<file path="src/hdl/ctb_pkg.sv">
// Shared widths, limits, register indexes and beat types for the centerline band tracker.
package ctb_pkg;

  localparam int unsigned MAX_WIDTH  = 2048;
  localparam int unsigned MAX_HEIGHT = 2048;

  localparam int unsigned COORD_W   = 11;
  localparam int unsigned CFG_W     = 12;
  localparam int unsigned HALF_W    = 13;
  localparam int unsigned CFG_IDX_W = 3;

  localparam int unsigned X_CAP = ((MAX_WIDTH - 1) < 2047) ? (MAX_WIDTH - 1) : 2047;
  localparam int unsigned Y_CAP = ((MAX_HEIGHT - 1) < 2047) ? (MAX_HEIGHT - 1) : 2047;

  typedef logic [COORD_W-1:0] coord_t;
  typedef logic [CFG_W-1:0]   cfg_word_t;
  typedef logic [HALF_W-1:0]  half_t;

  typedef enum logic [CFG_IDX_W-1:0] {
    CFG_MIN_BAND_WIDTH,
    CFG_MAX_BAND_WIDTH,
    CFG_MAX_CENTER_JUMP,
    CFG_MAX_GAP_ROWS,
    CFG_ROW_STEP,
    CFG_IMAGE_WIDTH,
    CFG_WINDOW_X,
    CFG_WINDOW_Y
  } cfg_reg_e;

  typedef struct packed {
    logic   on_target;
    coord_t column;
    coord_t pixel_row;
    logic   row_last;
    logic   frame_first;
  } pixel_t;

endpackage

</file>
<file path="src/hdl/centerline_band_tracker_core.sv">
// Top level of the centerline band tracker: run finder, band selection and row close.
//
//  channel | dir | handshake                | beat
//  --------+-----+--------------------------+-----------------------------------------------
//  in      | in  | in_valid_i / in_stall_o  | one pixel: on_target, column, row, row/frame marks
//  out     | out | out_valid_o / out_stall_i| one row result: found, point_x/y, tracking_lost
//  cfg     | in  | cfg_valid_i / cfg_ready_o| one register write: cfg_index_i, cfg_data_i
//
// One pixel per cycle while in_stall_o is low. A pixel is held in the input register, then the
// run/band logic updates the tracking state and, on a row_last pixel, loads the result register
// as that pixel leaves the input register.
// in_stall_o rises only while a row_last pixel waits on a full result register that is stalled;
// pixels that close no row never wait on the output side.
// Reset (rst_ni low, asynchronous) clears the pipeline and tracking state and loads the
// register reset values; the expected center starts at image_width half-pixels.
module centerline_band_tracker_core (
  input  logic                            clk_i,
  input  logic                            rst_ni,
  // pixel beats
  input  logic                            in_valid_i,
  output logic                            in_stall_o,
  input  logic                            on_target_i,
  input  ctb_pkg::coord_t                 column_i,
  input  ctb_pkg::coord_t                 pixel_row_i,
  input  logic                            row_last_i,
  input  logic                            frame_first_i,
  // row result beats
  output logic                            out_valid_o,
  input  logic                            out_stall_i,
  output logic                            found_o,
  output ctb_pkg::coord_t                 point_x_o,
  output ctb_pkg::coord_t                 point_y_o,
  output logic                            tracking_lost_o,
  // register writes
  input  logic                            cfg_valid_i,
  output logic                            cfg_ready_o,
  input  logic [ctb_pkg::CFG_IDX_W-1:0]   cfg_index_i,
  input  ctb_pkg::cfg_word_t              cfg_data_i
);
  import ctb_pkg::*;

  // Configuration registers
  cfg_word_t min_band_width_q, max_band_width_q, max_center_jump_q, max_gap_rows_q;
  cfg_word_t row_step_q, image_width_q;
  coord_t    window_x_q, window_y_q;

  // Input register
  logic   s1_valid_q;
  pixel_t s1_q;
  logic   advance;

  // Tracking state
  logic      in_run_q, in_run_n;
  coord_t    run_start_q, run_start_n;
  logic      best_valid_q, best_valid_n;
  coord_t    best_left_q, best_left_n;
  coord_t    best_right_q, best_right_n;
  half_t     best_dist_q, best_dist_n;
  half_t     exp_center_q, exp_center_n;
  logic      have_points_q, have_points_n;
  cfg_word_t gap_count_q, gap_count_n;
  logic      stopped_q, stopped_n;

  // State as seen after a frame start clears it
  logic      in_run_e, best_valid_e, have_points_e, stopped_e;
  half_t     exp_center_e;
  cfg_word_t gap_count_e;

  // Run candidate
  logic      cons_en;
  coord_t    cons_l, cons_r;
  logic      order_ok, width_ok, jump_ok, closer, take;
  cfg_word_t run_width;
  cfg_word_t run_sum;
  half_t     run_sum_h, run_dist;

  // Row close
  logic      best_valid_a;
  coord_t    best_left_a, best_right_a;
  half_t     best_dist_a;
  cfg_word_t mid_sum;
  coord_t    cx;
  cfg_word_t px_raw, py_raw;
  logic [CFG_W:0] gap_sum;
  cfg_word_t gap_sat;
  logic      res_found, res_lost;
  coord_t    res_x, res_y;

  // Result register
  logic   out_valid_q;
  logic   found_q, lost_q;
  coord_t point_x_q, point_y_q;

  // ---------------------------------------------------------------------------------------------
  // Config: writes taken at any time; the user, not the block, keeps it idle when they come.
  // ---------------------------------------------------------------------------------------------
  assign cfg_ready_o = 1'b1;

  always_ff @(posedge clk_i or negedge rst_ni) begin
    if (!rst_ni) begin
      min_band_width_q  <= CFG_W'(1);
      max_band_width_q  <= CFG_W'(2048);
      max_center_jump_q <= CFG_W'(2048);
      max_gap_rows_q    <= CFG_W'(2048);
      row_step_q        <= CFG_W'(1);
      image_width_q     <= CFG_W'(2048);
      window_x_q        <= '0;
      window_y_q        <= '0;
    end else if (cfg_valid_i && cfg_ready_o) begin
      case (cfg_reg_e'(cfg_index_i))
        CFG_MIN_BAND_WIDTH:  min_band_width_q  <= cfg_data_i;
        CFG_MAX_BAND_WIDTH:  max_band_width_q  <= cfg_data_i;
        CFG_MAX_CENTER_JUMP: max_center_jump_q <= cfg_data_i;
        CFG_MAX_GAP_ROWS:    max_gap_rows_q    <= cfg_data_i;
        CFG_ROW_STEP:        row_step_q        <= cfg_data_i;
        CFG_IMAGE_WIDTH:     image_width_q     <= cfg_data_i;
        CFG_WINDOW_X:        window_x_q        <= cfg_data_i[COORD_W-1:0];
        CFG_WINDOW_Y:        window_y_q        <= cfg_data_i[COORD_W-1:0];
        default: ;
      endcase
    end
  end

  // ---------------------------------------------------------------------------------------------
  // Flow control: a pixel leaves the input register unless it closes a row while the result
  // register is full and stalled.
  // ---------------------------------------------------------------------------------------------
  assign advance    = s1_valid_q && (!s1_q.row_last || !out_valid_q || !out_stall_i);
  assign in_stall_o = s1_valid_q && !advance;

  always_ff @(posedge clk_i or negedge rst_ni) begin
    if (!rst_ni) begin
      s1_valid_q <= 1'b0;
    end else if (!in_stall_o) begin
      s1_valid_q <= in_valid_i;
    end
  end

  always_ff @(posedge clk_i) begin
    if (in_valid_i && !in_stall_o) begin
      s1_q <= '{on_target:   on_target_i,
                column:      column_i,
                pixel_row:   pixel_row_i,
                row_last:    row_last_i,
                frame_first: frame_first_i};
    end
  end

  // ---------------------------------------------------------------------------------------------
  // Frame start clears tracking before the pixel itself is handled.
  // ---------------------------------------------------------------------------------------------
  assign in_run_e      = s1_q.frame_first ? 1'b0 : in_run_q;
  assign best_valid_e  = s1_q.frame_first ? 1'b0 : best_valid_q;
  assign have_points_e = s1_q.frame_first ? 1'b0 : have_points_q;
  assign stopped_e     = s1_q.frame_first ? 1'b0 : stopped_q;
  assign gap_count_e   = s1_q.frame_first ? '0 : gap_count_q;
  assign exp_center_e  = s1_q.frame_first ? {1'b0, image_width_q} : exp_center_q;

  // Run tracking: open on the first on-pixel, close on an off-pixel (ending one column back)
  // or on the row's last pixel (ending at it).
  always_comb begin
    in_run_n    = in_run_e;
    run_start_n = run_start_q;
    cons_en     = 1'b0;
    cons_l      = run_start_q;
    cons_r      = s1_q.column;
    if (!stopped_e) begin
      if (s1_q.on_target) begin
        if (!in_run_e) begin
          in_run_n    = 1'b1;
          run_start_n = s1_q.column;
        end
        if (s1_q.row_last) begin
          cons_en  = 1'b1;
          cons_l   = in_run_e ? run_start_q : s1_q.column;
          in_run_n = 1'b0;
        end
      end else if (in_run_e) begin
        cons_en  = s1_q.column > run_start_q;
        cons_r   = s1_q.column - COORD_W'(1);
        in_run_n = 1'b0;
      end
    end
  end

  // Candidate check: width within the band, center within the jump limit once a point exists,
  // and strictly closer than the best so far (earliest run wins ties).
  assign order_ok  = cons_r >= cons_l;
  assign run_width = {1'b0, cons_r} - {1'b0, cons_l} + CFG_W'(1);
  assign width_ok  = (run_width >= min_band_width_q) && (run_width <= max_band_width_q);
  assign run_sum   = {1'b0, cons_l} + {1'b0, cons_r};
  assign run_sum_h = {1'b0, run_sum};
  assign run_dist  = (run_sum_h >= exp_center_e) ? (run_sum_h - exp_center_e)
                                                 : (exp_center_e - run_sum_h);
  assign jump_ok   = !have_points_e || (run_dist <= {max_center_jump_q, 1'b0});
  assign closer    = !best_valid_e || (run_dist < best_dist_q);
  assign take      = cons_en && order_ok && width_ok && jump_ok && closer;

  assign best_valid_a = best_valid_e || take;
  assign best_left_a  = take ? cons_l   : best_left_q;
  assign best_right_a = take ? cons_r   : best_right_q;
  assign best_dist_a  = take ? run_dist : best_dist_q;

  // Row close arithmetic: midpoint, window offsets with saturation, gap count with saturation.
  assign mid_sum = {1'b0, best_left_a} + {1'b0, best_right_a};
  assign cx      = mid_sum[CFG_W-1:1];
  assign px_raw  = {1'b0, cx} + {1'b0, window_x_q};
  assign py_raw  = {1'b0, s1_q.pixel_row} + {1'b0, window_y_q};
  assign gap_sum = {1'b0, gap_count_e} + {1'b0, row_step_q};
  assign gap_sat = gap_sum[CFG_W] ? {CFG_W{1'b1}} : gap_sum[CFG_W-1:0];

  always_comb begin
    best_valid_n  = best_valid_a;
    best_left_n   = best_left_a;
    best_right_n  = best_right_a;
    best_dist_n   = best_dist_a;
    exp_center_n  = exp_center_e;
    have_points_n = have_points_e;
    gap_count_n   = gap_count_e;
    stopped_n     = stopped_e;
    res_found     = 1'b0;
    res_x         = '0;
    res_y         = '0;
    if (s1_q.row_last) begin
      if (!stopped_e) begin
        if (best_valid_a) begin
          res_found     = 1'b1;
          res_x         = (px_raw > CFG_W'(X_CAP)) ? COORD_W'(X_CAP) : px_raw[COORD_W-1:0];
          res_y         = (py_raw > CFG_W'(Y_CAP)) ? COORD_W'(Y_CAP) : py_raw[COORD_W-1:0];
          exp_center_n  = {1'b0, cx, 1'b0};
          have_points_n = 1'b1;
          gap_count_n   = '0;
        end else if (have_points_e) begin
          gap_count_n = gap_sat;
          stopped_n   = gap_sat > max_gap_rows_q;
        end
      end
      best_valid_n = 1'b0;
    end
  end

  assign res_lost = stopped_n;

  // ---------------------------------------------------------------------------------------------
  // Advance tracking state once per pixel that leaves the input register.
  // ---------------------------------------------------------------------------------------------
  always_ff @(posedge clk_i or negedge rst_ni) begin
    if (!rst_ni) begin
      in_run_q      <= 1'b0;
      best_valid_q  <= 1'b0;
      exp_center_q  <= HALF_W'(2048);
      have_points_q <= 1'b0;
      gap_count_q   <= '0;
      stopped_q     <= 1'b0;
    end else if (advance) begin
      in_run_q      <= s1_q.row_last ? 1'b0 : in_run_n;
      best_valid_q  <= best_valid_n;
      exp_center_q  <= exp_center_n;
      have_points_q <= have_points_n;
      gap_count_q   <= gap_count_n;
      stopped_q     <= stopped_n;
    end
  end

  always_ff @(posedge clk_i) begin
    if (advance) begin
      run_start_q  <= run_start_n;
      best_left_q  <= best_left_n;
      best_right_q <= best_right_n;
      best_dist_q  <= best_dist_n;
    end
  end

  // ---------------------------------------------------------------------------------------------
  // Result register: load on a closing pixel, hold while stalled, drop once taken.
  // ---------------------------------------------------------------------------------------------
  always_ff @(posedge clk_i or negedge rst_ni) begin
    if (!rst_ni) begin
      out_valid_q <= 1'b0;
    end else if (advance && s1_q.row_last) begin
      out_valid_q <= 1'b1;
    end else if (!out_stall_i) begin
      out_valid_q <= 1'b0;
    end
  end

  always_ff @(posedge clk_i) begin
    if (advance && s1_q.row_last) begin
      found_q   <= res_found;
      point_x_q <= res_x;
      point_y_q <= res_y;
      lost_q    <= res_lost;
    end
  end

  assign out_valid_o     = out_valid_q;
  assign found_o         = found_q;
  assign point_x_o       = point_x_q;
  assign point_y_o       = point_y_q;
  assign tracking_lost_o = lost_q;

endmodule

</file>
<file path="config.mk">
export PLATFORM = sky130hd
export DESIGN_NAME = centerline_band_tracker_core
export DESIGN_NICKNAME = d
export VERILOG_FILES = /design/src/hdl/ctb_pkg.sv /design/src/hdl/centerline_band_tracker_core.sv
export SDC_FILE = /design/constraint.sdc
export NUM_CORES = 1
export LEC_CHECK = 0
export CAP_MARGIN = 20
export CORE_MARGIN = 2
export CORE_UTILIZATION = 36
export DETAILED_ROUTE_END_ITERATION = 6
export DONT_BUFFER_PORTS = 1
export PLACE_DENSITY = 0.47
export SLEW_MARGIN = 15
export SYNTH_ARGS = -nofsm -noshare
export SYNTH_HDL_FRONTEND = slang
export SYNTH_SLANG_ARGS = --single-unit
</file>
<file path="constraint.sdc">
create_clock -name clk_i -period 12.2 [get_ports clk_i]
set_input_delay 1.22 -clock clk_i [delete_from_list [all_inputs] [get_ports clk_i]]
set_output_delay 1.22 -clock clk_i [all_outputs]
set_load 0.01 [all_outputs]
</file>
==> flow_summary.toml <==
[grt]
antenna_found_initial = 1
grt_pass1_wl_um = 60820
grt_pass1_vias = 10230
grt_max_degree = 126
grt_usage_pct = 18.97
overflow = 0

[final_layout]
final_cells = 1991
nets = 1675
n_fill_cell = 3899
drive_above_1_share_pct = 13.78
layout_common_cells = "ha_1 (174), inv_1 (156), a21oi_1 (118), dfrtp_1 (118), nand2_1 (96)"
final_common_cell = "ha_1"
antenna_cells = 0
areaGrowthSynthToFinish_pct = 11.25

[placement]
place_inst = 1935
portBuffers = 0
hpwl_um = 29420
finalWeightedCongestion = 0.8687

[setup_path]
r2r-start = "s1_q[0]$_DFFE_PP_"
cp_data_required_time_ps = 12470
arrival_ps = 11480
reg2regPathDepth = 50
cp_slowest_cell = "edfxtp_1"
critPathTopFamily = "compound AO/OA/AOI/OAI gates"
ff2ff_setup_slack_ps = 990
r2r_end = "point_x_o[3]$_SDFFCE_PP0P_"
crit_top_cell = "a21oi_1"
crit_type = "reg -> reg"
path_max_fanout = 24
start_kind = "flip-flop"
endpoint_kind = "flip-flop"
crit_buf_inv = 4
cpPeakStageDelay_ps = 420

[timing]
finalSetupViolations = 0
slew_headroom_pct = 42.67
hold_viol = 0
grt_setup_unrepaired = "false"
max_freq_mhz = 89.22
post-route-period-util_pct = 91.87
final.min_clock_period_ps = 11210
tns_ps = 0
worst_pin_slew_ps = 860.0
skew_ps = 27.30
drv_slew = 0

[synth]
synth_top_area_share_pct = 20.21
synthTopCellsByArea = "dfrtp_1 (20%), edfxtp_1 (20%), ha_1 (15%)"
syn_avg_cell_area_sq_um = 10.21
syn-num-nets = 1662
syn_area_sq_um = 14610
ys.flop_type = "dfrtp_1"
syn_inst = 1431
synthArstFlopShare_pct = 56.82
synth_area_leader_cell = "dfrtp_1"
synth_edf_count = 95
yosys_register_bits = 220
yosysUniqueCellTypes = 69
ys_seq_area_share_pct = 41.00
ys_warn_count = 0

[clocking]
cts_tree = "built"
clockBufferDepth = 3
clk_latency_ps = 570
clkSinkCount = 220
cts_root_buf = "clkbuf_16"
path_clk_slew_ps = 70
htreeDepth = 1
cts-buffers-inserted = 28

[route]
detail-route-antenna-nets = 0
via_count = 10260
viasPerCell = 5.152
postRouteWirelength_um = 39240
drc = 0
drtPass1Iterations = 5
avgRoutedWirePerCell_um = 19.71
drt_iter0_drc = 659

[floorplanning]
start_util_pct = 36.60
die_height_um = 205.4
ios = 72
row_count = 73
dieArea_sq_um = 42210
coreArea_sq_um = 39910
die_width_um = 205.4

[pwr]
power.density_nw_per_um2 = 195.3
peakVddDrop_mv = 0.1016
leakagePower_nw = 7.313

[run]
maxCapViolCount = 0

[status]
outcome = "finished clean"

[hold_path]
hold_class = "in -> async"
-- Yosys cell counts, types with 18 or more instances --
| cell type | n |
|---|---|
| nand3_1 | 25 |
| xor2_1 | 29 |
| o21ai_0 | 82 |
| nand2b_1 | 18 |
| inv_1 | 156 |
| xnor2_1 | 40 |
| clkbuf_1 | 26 |
| nor2_1 | 70 |
| mux2_2 | 92 |
| ha_1 | 174 |
| a21o_1 | 37 |
| nor3_1 | 19 |
| a21oi_1 | 121 |
| nor2b_1 | 25 |
| edfxtp_1 | 95 |
| nand2_1 | 96 |
| dfrtp_1 | 118 |
-- flip-flops by register name, indices dropped and copies added (netlist names), 11 cells and up --
name and count:
min_band_width_q 12, window_y_q 11, max_center_jump_q 12, point_y_o 11
point_x_o 11, max_gap_rows_q 12, best_right_q 11, image_width_q 12
exp_center_q 13, max_band_width_q 12, window_x_q 11, best_left_q 11
row_step_q 12, gap_count_q 12, s1_q 25, best_dist_q 13
run_start_q 11
-- layout make-up --
class | count | area (sq um) | share of cell area (%)
repair buffers | 23 | 183.9 | 1.132
clock inverters | 16 | 115.1 | 0.7083
multi-input cells | 1012 | 7918 | 48.72
flip-flops and latches | 220 | 5989 | 36.85
clock buffers | 36 | 792.0 | 4.873
well taps | 525 | 656.9 | 4.042
inverters | 159 | 596.8 | 3.672
-- per-layer routing --
layer  up-vias  wire length [um]  share of wire, %  global-route usage (%)
met2       191             17750                45                   30.80
li1       5073                 -                 -                       -
met4         0               850               2.2                   4.882
met3        43              1859               4.7                   3.263
met5         -                 0                 0                       0
met1      4951             18790                48                   26.17
-- power by group --
group | leakage (nW) | switching [W] | internal, W | total, W
logic | 4.41 | 0.000822 | 0.000576 | 0.00140
registers | 2.44 | 0.0000523 | 0.000905 | 0.000957
clock network | 0.457 | 0.000340 | 0.000478 | 0.000818
-- stage by stage --
step                hold WS, ps  setup slack (ps)  utilization [%]  cell area, sq um  power (W)
finish                    352.8             991.6            40.72             16250   0.003174
global route              321.2             12.64            40.72             16250   0.003428
CTS                       321.5             333.2            40.54             16180   0.003192
detailed placement        466.6             379.9            38.27             15270   0.002354
global placement          457.2             498.1            38.22             15250   0.002345
floorplan                 442.2              1632                -             14610   0.001989
-- cell families (layout without fill, tap and decap cells) --
group | Yosys count | in the layout | synth area share (%)
AOI/OAI and AO/OA | 340 | 340 | 14.35
DFF | 220 | 220 | 41.00
other | 1 | 1 | 0.02567
adders and majority gates | 186 | 186 | 16.55
xor gates and xnor gates | 69 | 69 | 4.137
muxes | 111 | 111 | 8.487
buffers and inverters | 199 | 234 | 5.207
and+or+nand+nor | 305 | 305 | 10.24
-- worst max-delay path by stage --
stage                          startpoint                    endpoint  cells past startpoint
floorplan               s1_q[0]$_DFFE_PP_  point_x_o[1]$_SDFFCE_PP0P_                     55
global placement        s1_q[0]$_DFFE_PP_  point_x_o[1]$_SDFFCE_PP0P_                     47
detailed placement  stopped_q$_DFFE_PN0P_  point_x_o[3]$_SDFFCE_PP0P_                     47
CTS                     s1_q[0]$_DFFE_PP_  point_x_o[3]$_SDFFCE_PP0P_                     46
global route            s1_q[0]$_DFFE_PP_  point_x_o[2]$_SDFFCE_PP0P_                     52
finish                  s1_q[0]$_DFFE_PP_  point_x_o[3]$_SDFFCE_PP0P_                     50
-- what timing repair did --
item                                    in CTS  in global routing
setup buffers                                0                  4
resized for setup                            0                 11
endpoints found under the setup margin       0                 11
hold buffers                                 0                  0
Note: power is estimated with default switching activity, not from simulation.
